### src/rtl/pia_pkg.sv
// Shared types and codes for the positional insert/remove array.
package pia_pkg;

    localparam logic [1:0] KIND_INSERT = 2'd0;
    localparam logic [1:0] KIND_REMOVE = 2'd1;
    localparam logic [1:0] KIND_DUMP   = 2'd2;

    localparam logic [1:0] STAT_DONE  = 2'd0;
    localparam logic [1:0] STAT_FULL  = 2'd1;
    localparam logic [1:0] STAT_EMPTY = 2'd2;
    localparam logic [1:0] STAT_ENTRY = 2'd3;

    typedef struct packed {
        logic [1:0]  kind;
        logic [7:0]  position;
        logic [31:0] value;
    } req_t;

    typedef struct packed {
        logic [1:0]  status;
        logic [31:0] entry_value;
        logic [4:0]  fill_count;
        logic        last;
    } rsp_t;

    // controller -> datapath
    typedef struct packed {
        logic       do_insert;
        logic       do_remove;
        logic       do_rotate;
        logic       clr_idx;
        logic       load_out;
        logic       use_entry;
        logic [1:0] out_status;
        logic       out_last;
    } ctrl_cmd_t;

    // datapath -> controller
    typedef struct packed {
        logic empty;
        logic full;
        logic dump_last;
        logic out_free;
    } dp_stat_t;

endpackage

### src/rtl/positional_insert_remove_array.sv
// Top level of the positional insert/remove array.
//
//  channel | valid     | stall     | payload            | direction
//  --------+-----------+-----------+--------------------+----------
//  command | cmd_valid | cmd_stall | cmd_data (req_t)   | in
//  result  | rsp_valid | rsp_stall | rsp_data (rsp_t)   | out
//
//  For insert, remove and any single-result command the entry chain shifts
//  in parallel, if at all, and the result register loads at once.
//  A dump of N entries first takes the command, then streams one entry per
//  cycle while the result is not stalled, from the head cell as the chain
//  rotates; N rotations restore the order.
//  Reset clears the controller state, fill count, dump index and result
//  valid; entry cells hold no reset value. A stalled result holds the block;
//  a new command is taken in the same cycle the previous result is taken.
module positional_insert_remove_array
    import pia_pkg::*;
#(
    parameter int DEPTH = 16
)
(
    input  logic clk,
    input  logic rst_n,
    input  logic cmd_valid,
    output logic cmd_stall,
    input  req_t cmd_data,
    output logic rsp_valid,
    input  logic rsp_stall,
    output rsp_t rsp_data
);

    ctrl_cmd_t ctrl_cmd;   // per-cycle commands to the datapath
    dp_stat_t  dp_stat;    // count / dump / output-slot status back

    pia_ctrl u_ctrl (
        .clk       (clk),
        .rst_n     (rst_n),
        .req_valid (cmd_valid),
        .req_kind  (cmd_data.kind),
        .stat      (dp_stat),
        .req_stall (cmd_stall),
        .cmd       (ctrl_cmd)
    );

    pia_datapath #(
        .DEPTH (DEPTH)
    ) u_datapath (
        .clk       (clk),
        .rst_n     (rst_n),
        .req       (cmd_data),
        .cmd       (ctrl_cmd),
        .rsp_stall (rsp_stall),
        .stat      (dp_stat),
        .rsp_valid (rsp_valid),
        .rsp       (rsp_data)
    );

endmodule

### src/rtl/pia_ctrl.sv
// Controller state machine for the positional insert/remove array.
module pia_ctrl
    import pia_pkg::*;
(
    input  logic       clk,
    input  logic       rst_n,
    input  logic       req_valid,
    input  logic [1:0] req_kind,
    input  dp_stat_t   stat,
    output logic       req_stall,
    output ctrl_cmd_t  cmd
);

    typedef enum logic [1:0] {
        S_IDLE = 2'b01,
        S_DUMP = 2'b10
    } state_t;

    state_t state_reg, state_next;
    logic   req_fire;

    assign req_stall = !((state_reg == S_IDLE) && stat.out_free);
    assign req_fire  = req_valid && !req_stall;

    always_comb
    begin
        state_next = state_reg;
        cmd        = '0;
        case (state_reg)
            S_IDLE:
            begin
                if (req_fire)
                begin
                    cmd.load_out   = 1'b1;
                    cmd.out_last   = 1'b1;
                    cmd.out_status = STAT_DONE;
                    case (req_kind)
                        KIND_INSERT:
                        begin
                            if (stat.full)
                                cmd.out_status = STAT_FULL;
                            else
                                cmd.do_insert = 1'b1;
                        end
                        KIND_REMOVE:
                        begin
                            if (stat.empty)
                                cmd.out_status = STAT_EMPTY;
                            else
                                cmd.do_remove = 1'b1;
                        end
                        KIND_DUMP:
                        begin
                            if (stat.empty)
                                cmd.out_status = STAT_EMPTY;
                            else
                            begin
                                cmd.load_out = 1'b0;
                                cmd.clr_idx  = 1'b1;
                                state_next   = S_DUMP;
                            end
                        end
                        default:
                        begin
                            cmd.out_status = STAT_DONE;
                        end
                    endcase
                end
            end
            S_DUMP:
            begin
                if (stat.out_free)
                begin
                    cmd.load_out   = 1'b1;
                    cmd.use_entry  = 1'b1;
                    cmd.out_status = STAT_ENTRY;
                    cmd.out_last   = stat.dump_last;
                    cmd.do_rotate  = 1'b1;
                    if (stat.dump_last)
                        state_next = S_IDLE;
                end
            end
            default:
            begin
                state_next = S_IDLE;
            end
        endcase
    end

    always_ff @(posedge clk or negedge rst_n)
    begin
        if (!rst_n)
            state_reg <= S_IDLE;
        else
            state_reg <= state_next;
    end

endmodule

### src/rtl/pia_datapath.sv
// Shift-register entry chain, fill count, dump index and result register.
module pia_datapath
    import pia_pkg::*;
#(
    parameter int DEPTH = 16
)
(
    input  logic      clk,
    input  logic      rst_n,
    input  req_t      req,
    input  ctrl_cmd_t cmd,
    input  logic      rsp_stall,
    output dp_stat_t  stat,
    output logic      rsp_valid,
    output rsp_t      rsp
);

    localparam int CW = $clog2(DEPTH + 1);
    localparam int IW = $clog2(DEPTH);

    logic [31:0]   cell_reg  [DEPTH];
    logic [31:0]   cell_next [DEPTH];
    logic [CW-1:0] count_reg, count_next;
    logic [IW-1:0] idx_reg, idx_next;
    logic          out_valid_reg, out_valid_next;
    rsp_t          out_reg;
    logic [7:0]    cnt8;
    logic [7:0]    pos_ins;
    logic [7:0]    pos_rem;

    assign cnt8    = 8'(count_reg);
    assign pos_ins = (req.position > cnt8) ? cnt8 : req.position;
    assign pos_rem = (req.position >= cnt8) ? (cnt8 - 8'd1) : req.position;

    // Each cell sees only its neighbors and the head cell.
    for (genvar g = 0; g < DEPTH; g++)
    begin : g_cell
        localparam int         UP  = (g == DEPTH - 1) ? g : g + 1;
        localparam int         DN  = (g == 0) ? 0 : g - 1;
        localparam logic [7:0] IDX = 8'(g);

        always_comb
        begin
            cell_next[g] = cell_reg[g];
            if (cmd.do_insert)
            begin
                if (IDX > pos_ins)
                    cell_next[g] = cell_reg[DN];
                else if (IDX == pos_ins)
                    cell_next[g] = req.value;
            end
            else if (cmd.do_remove)
            begin
                if (IDX >= pos_rem)
                    cell_next[g] = cell_reg[UP];
            end
            else if (cmd.do_rotate)
            begin
                // circular shift of the held entries toward the head
                if (IDX + 8'd1 < cnt8)
                    cell_next[g] = cell_reg[UP];
                else if (IDX + 8'd1 == cnt8)
                    cell_next[g] = cell_reg[0];
            end
        end
    end

    always_comb
    begin
        count_next = count_reg;
        if (cmd.do_insert)
            count_next = count_reg + CW'(1);
        else if (cmd.do_remove)
            count_next = count_reg - CW'(1);
    end

    always_comb
    begin
        idx_next = idx_reg;
        if (cmd.clr_idx)
            idx_next = '0;
        else if (cmd.do_rotate)
            idx_next = idx_reg + IW'(1);
    end

    always_comb
    begin
        out_valid_next = out_valid_reg;
        if (cmd.load_out)
            out_valid_next = 1'b1;
        else if (!rsp_stall)
            out_valid_next = 1'b0;
    end

    always_ff @(posedge clk or negedge rst_n)
    begin
        if (!rst_n)
        begin
            count_reg     <= '0;
            idx_reg       <= '0;
            out_valid_reg <= 1'b0;
        end
        else
        begin
            count_reg     <= count_next;
            idx_reg       <= idx_next;
            out_valid_reg <= out_valid_next;
        end
    end

    always_ff @(posedge clk)
    begin
        for (int i = 0; i < DEPTH; i++)
            cell_reg[i] <= cell_next[i];
        if (cmd.load_out)
        begin
            out_reg.status      <= cmd.out_status;
            out_reg.entry_value <= cmd.use_entry ? cell_reg[0] : 32'd0;
            out_reg.fill_count  <= 5'(count_next);
            out_reg.last        <= cmd.out_last;
        end
    end

    assign stat.empty     = (count_reg == '0);
    assign stat.full      = (count_reg == CW'(DEPTH));
    assign stat.dump_last = ((8'(idx_reg) + 8'd1) == cnt8);
    assign stat.out_free  = !out_valid_reg || !rsp_stall;

    assign rsp_valid = out_valid_reg;
    assign rsp       = out_reg;

endmodule

### config.mk
export PLATFORM = sky130hd
export DESIGN_NAME = positional_insert_remove_array
export DESIGN_NICKNAME = d
export VERILOG_FILES = /design/src/rtl/pia_pkg.sv /design/src/rtl/positional_insert_remove_array.sv /design/src/rtl/pia_ctrl.sv /design/src/rtl/pia_datapath.sv
export SDC_FILE = /design/constraint.sdc
export NUM_CORES = 2
export LEC_CHECK = 0
export BUFFER_PORTS_ARGS = -buffer_cell sky130_fd_sc_hd__buf_4
export CAP_MARGIN = 20
export CORE_ASPECT_RATIO = 0.8
export CORE_MARGIN = 2
export CORE_UTILIZATION = 35
export DETAILED_ROUTE_END_ITERATION = 6
export SYNTH_ARGS = -nofsm -noshare
export SYNTH_HDL_FRONTEND = slang
export SYNTH_SLANG_ARGS = --single-unit
### constraint.sdc
create_clock -name clk -period 8.5 [get_ports clk]
set_clock_uncertainty 0.1 [all_clocks]
set_input_delay 0.425 -clock clk [delete_from_list [all_inputs] [get_ports clk]]
set_output_delay 0.425 -clock clk [all_outputs]
set_load 0.01 [all_outputs]
* Word-level counts from Yosys, hierarchy flattened *
Memory sizes are Yosys's and may differ from the RTL's.
Cells that the tools add are included.

word-level totals
  memory bits (read-only) = 0
  logic and storage cells = 277
  output and inout port bits = 42
  memory bits (writable) = 512
  flip-flop bits (word level) = 52
  memories = 1
  latch bits = 0
  input bits = 46

memories
  memory               words  width  rd ports  clocked after Yosys merged registers in  write ports  RTL line            RTL
  u_datapath.cell_reg  16     32     16        0                                        16           pia_datapath.sv:21  logic [31:0] cell_reg [DEPTH];

operators by class
  equality and inequality tests = 42
  muxes and demuxes = 160
  add/sub/neg operators = 5
  multiply operators = 0
  divide/modulo/power cells = 0
  bitwise logic cells = 0
  $lt $le $gt $ge = 49
  shift-type cells = 0
  reductions and logical operators = 12

operators by type and width
  operator                                                                            count
  32-bit two-way mux                                                                  126
  4-bit by 8-bit == test with 1-bit output, first input constant                      8
  4-bit by 8-bit greater-than comparator with 1-bit output, first input constant      8
  4-bit by 8-bit greater-or-equal comparator with 1-bit output, first input constant  7
  4-bit by 5-bit == test with 1-bit output, first input constant                      8
  4-bit by 5-bit < comparator with 1-bit output, first input constant                 8
  3-bit by 8-bit == test with 1-bit output, first input constant                      4
  3-bit by 8-bit greater-or-equal comparator with 1-bit output, first input constant  4
  3-bit by 8-bit greater-than comparator with 1-bit output, first input constant      4
  2-bit two-way mux                                                                   11
  3-bit by 5-bit == test with 1-bit output, first input constant                      4
  3-bit by 5-bit < comparator with 1-bit output, first input constant                 4
  2-bit by 8-bit == test with 1-bit output, first input constant                      2
  1-bit by 8-bit greater-or-equal comparator with 1-bit output, first input constant  2
  2-bit by 8-bit greater-or-equal comparator with 1-bit output, first input constant  2
  1-bit by 8-bit greater-than comparator with 1-bit output, first input constant      2
  2-bit by 8-bit greater-than comparator with 1-bit output, first input constant      2
  8-bit two-way mux                                                                   2
  5-bit two-way mux                                                                   3
  1-bit two-way mux                                                                   11
  2-bit by 5-bit == test with 1-bit output, first input constant                      2
  2-bit by 5-bit < comparator with 1-bit output, first input constant                 2
  1-bit by 8-bit == test with 1-bit output, first input constant                      1
  8-bit by 5-bit == test with 1-bit output                                            1
  other kinds (29)                                                                    40

* Logic depth before layout (Yosys ltp) *
  depth in word-level cells = 8
  gate-level depth with buffers = 13
  gate-level depth less buffers = 9

* Modules after synthesis *
A second synthesis with hierarchy kept.

second synthesis, totals
  cells, all modules = 3320
  area, all modules = 33831.2 um^2

modules (own cells, without submodules)
  module        area each (um^2)  instances  cells an instance  sequential area each (um^2)
  pia_datapath  33535.9           1          3282               16826.1
  pia_ctrl      295.3             1          38                 51.3

* Least setup slack after synthesis *
No wires, ideal clock.

  path type = flip-flop to flip-flop
  start point = register u_datapath.count_reg[1] (netlist name)
  end point = memory u_datapath.cell_reg[3][4] (netlist: u_datapath.cell_reg[0][100]), enable pin
  data required time = 7805 ps
  cell stages (with the launch flop) = 11
  slack = 456 ps
  arrival = 7349 ps
  cell sequence = dfrtp_1 -> buf_2 -> inv_1 -> ha_1 -> nor2b_1 -> o211ai_1 -> a21oi_4 -> nor2_8 -> mux2_2 -> buf_2 -> a2111oi_0

RTL lines
  item              RTL line
  end: declaration  pia_datapath.sv:21

==> impl_metrics.tcl <==
set metrics [dict create \
    first_pass_iters 6 \
    dpl.hpwl_mm 60.9 \
    synthMuxAreaShare 0.0993 \
    initial_utilization 0.354 \
    drv_cap 0 \
    r2r-end "u_datapath.cell_reg[2][82]" \
    status "completed" \
    finalSetupViolations 0 \
    vias 26500 \
    grt_pass1_wl_mm 166 \
    drt_iter0_drc 3754 \
    numPortBuffers 87 \
    switching_power_uw 5790 \
    die_w_um 347 \
    worst_slew_pin_slew_ns 1.15 \
    seqPwrFrac 0.346 \
    arrival_ns 5.21 \
    drcViolationCount 0 \
    fin_cells 4225 \
    critPathBufInv 3 \
    synthSimpleGateAreaFrac 0.130 \
    n_antenna_cell 0 \
    synth_nets 3153 \
    h-tree-depth 2 \
    p_clk_frac 0.189 \
    drive_above_1_share 0.127 \
    synthDominantCellAreaShare 0.502 \
    finalMaxSlewViolations 0 \
    ys_ff_latch 564 \
    internal_power_uw 7840 \
    synth_fa_ha_area_frac 0.00644 \
    r2r_start "u_datapath.count_reg[2]" \
    sw_frac_of_total 0.425 \
    r2r_setup_slack_ns 3.44 \
    clk_latency_ns 0.65 \
    grt_usage 0.224 \
    grt_pass1_vias 25000 \
    nets 3018 \
    totalNegativeSetupSlack_ns 0 \
    finalCritPeriodShare 0.595 \
    cts.path.max_buffers 3 \
    crit_path_start_kind "flip-flop" \
    largest_register_ffs 512 \
    r2r_cells 11 \
    cts_buffers 58 \
    fillerInstances 8915 \
    ant_nets 0 \
    synth_compound_area_frac 0.198 \
    yosysUniqueCellTypes 81 \
    ys_warn_count 0 \
    gp_congestion 0.896 \
    path_clk_slew_ns 0.07 \
    final_common_cell "edfxtp_1" \
    ys.flop_type "edfxtp_1" \
    cts_sinks 564 \
    yosysTopAreaCell "edfxtp_1" \
    hold_violations 0 \
    p_comb_frac 0.465 \
    die_h_um 279 \
    crit_type "reg2reg" \
    crit_top_cell "buf_4" \
    grt_max_degree 204 \
    synthTopCellsByArea "edfxtp_1, mux2i_1, nand2_1, a21oi_1, nor3_1" \
    cpMaxStageDelayCell "dfrtp_1" \
    yosysSeqAreaShare 0.511 \
    path_cells "inv_1 -> ha_1 -> nand4_1 -> mux2i_1 -> a21oi_4 -> or4_4 -> o31ai_4 -> buf_4 -> nor2_1 -> a2111oi_2 -> buf_4" \
    fin_util 0.390 \
    path_max_fanout 33 \
    dp_cells 4114 \
    coreArea_um2 93200 \
    antenna_found_initial 2 \
    syn_inst 3090 \
    cp_top_family "buffers and inverters" \
    irDropWorstVdd_mv 0.447 \
    area_delta_synth_final_pct 10.1 \
    synth_edf_count 552 \
    die-area_um2 96800 \
    netlist_area_um2 33000 \
    vias_per_cell 6.28 \
    ios 88 \
    finalCriticalPeriod_ns 5.06 \
    max_freq_mhz 198 \
    hold_path.class "in2async" \
    synth_async_sr_flop_share 0.0213 \
    drt-wirelength-per-cell_um 26.5 \
    slew_headroom 0.231 \
    grt-ovfl-total 0 \
    startpoint "u_datapath.count_reg[2]" \
    cts_tree "done" \
    layout_common_cells "edfxtp_1, nand2_1, mux2i_1, a21oi_1, nor3_1" \
    ctsRootBufferMaster "clkbuf_16" \
    rsz0062_at_grt "false" \
    synth_top_family_by_area "compound AO/OA/AOI/OAI gates" \
    num_rows 100 \
    power_density_nw_per_um2 375 \
    critPathMaxStageDelay_ns 0.90 \
    power_leakage_uw 0.0131 \
    cp.required_ns 8.65 \
    detail_route.wirelength_mm 112 \
    synthXorXnorAreaFrac 0.00318 \
    endpoint_kind "flip-flop" \
    synth.avg_cell_area_um2 10.7 \
]
through the flow:
stage	hold slack, ns	worst slack [ns]	area, um^2	total power (uW)
5_1_grt	0.0576	3.19	36300	14200
3_5_place_dp	0.180	3.55	34400	10900
4_1_cts	0.0230	3.52	36300	13500
2_1_floorplan	0.0294	0.456	33000	8930
6_report	0.0519	3.44	36300	13600
3_3_place_gp	0.177	3.62	34400	10800
worst max-delay path by stage:
stage	end	slack (ns)	depth (start not counted)
floorplan	u_datapath.cell_reg[0][100]	0.46	10
global placement	u_datapath.cell_reg[2][79]	3.62	11
detailed placement	u_datapath.cell_reg[0][81]	3.55	8
CTS	u_datapath.cell_reg[0][81]	3.52	8
global route	u_datapath.cell_reg[0][80]	3.19	8
finish	u_datapath.cell_reg[2][82]	3.44	11
worst register-to-register path, delay by kind of cell (launching register included):
family,cells,cell delay [ns]
AO/OA/AOI/OAI,3,0.50
AND/OR/NAND/NOR,3,0.76
multiplexers,1,0.29
buffers and inverters,3,1.64
flip-flops,1,0.90
adder cells (fa/ha/maj),1,0.43
what timing repair did:
item / 4_1_cts / 5_1_grt
gates resized for setup: 0 / 0
setup endpoints to repair: 0 / 0
hold endpoints to repair: 12 / 0
hold buffers: 1 / 0
setup buffers: 0 / 0
cell families after synthesis:
group / Yosys count
simple gates: 942
compound gates: 857
flops: 564
buf+inv: 371
mux: 327
fa+ha+maj: 17
xor+xnor: 12
synth_stat cells, types with 4 or more instances:
| cell type | n |
|---|---|
| a22oi_1 | 129 |
| a221oi_1 | 105 |
| buf_2 | 111 |
| inv_1 | 15 |
| dfrtp_1 | 11 |
| xnor2_1 | 9 |
| a2111oi_0 | 4 |
| o211ai_1 | 8 |
| and3_1 | 34 |
| nor2b_1 | 68 |
| o22ai_1 | 4 |
| a21oi_1 | 280 |
| mux2i_1 | 324 |
| a211oi_1 | 100 |
| or3_1 | 6 |
| nand4_1 | 4 |
| a2111oi_1 | 4 |
| a221oi_2 | 29 |
| buf_6 | 12 |
| o311a_1 | 65 |
| o221a_2 | 32 |
| nor2_1 | 139 |
| nor3_1 | 231 |
| nand2_1 | 390 |
| o21ai_0 | 18 |
| a221o_1 | 31 |
| a21o_1 | 6 |
| edfxtp_1 | 552 |
| nand3_1 | 44 |
| buf_1 | 32 |
| buf_4 | 16 |
| a31oi_1 | 5 |
| clkbuf_1 | 179 |
| ha_1 | 17 |
per-layer routing:
metal	global-route usage	routed length (um)
met5	0	0
met4	0.0596	2860
met3	0.0388	11200
met1	0.329	48800
met2	0.340	48900
power by group through the flow:
stage          sequential [uW]  combinational, uW  clock, uW
2_1_floorplan             4580               4350          0
3_3_place_gp              4730               6090          0
4_1_cts                   4690               6190       2610
6_report                  4710               6340       2580
3_5_place_dp              4740               6180          0
5_1_grt                   4790               6710       2720
cell type report:
type	instances	area [um^2]	share of cell area
well taps	1224	1530	0.0421
clock inverters	35	294	0.00809
repair buffers	159	1320	0.0363
flip-flops and latches	564	16900	0.464
clock buffers	71	1520	0.0419
multi-input cells	2155	14700	0.406
inverters	17	63.8	0.00176
(Power assumes the default switching activity.)
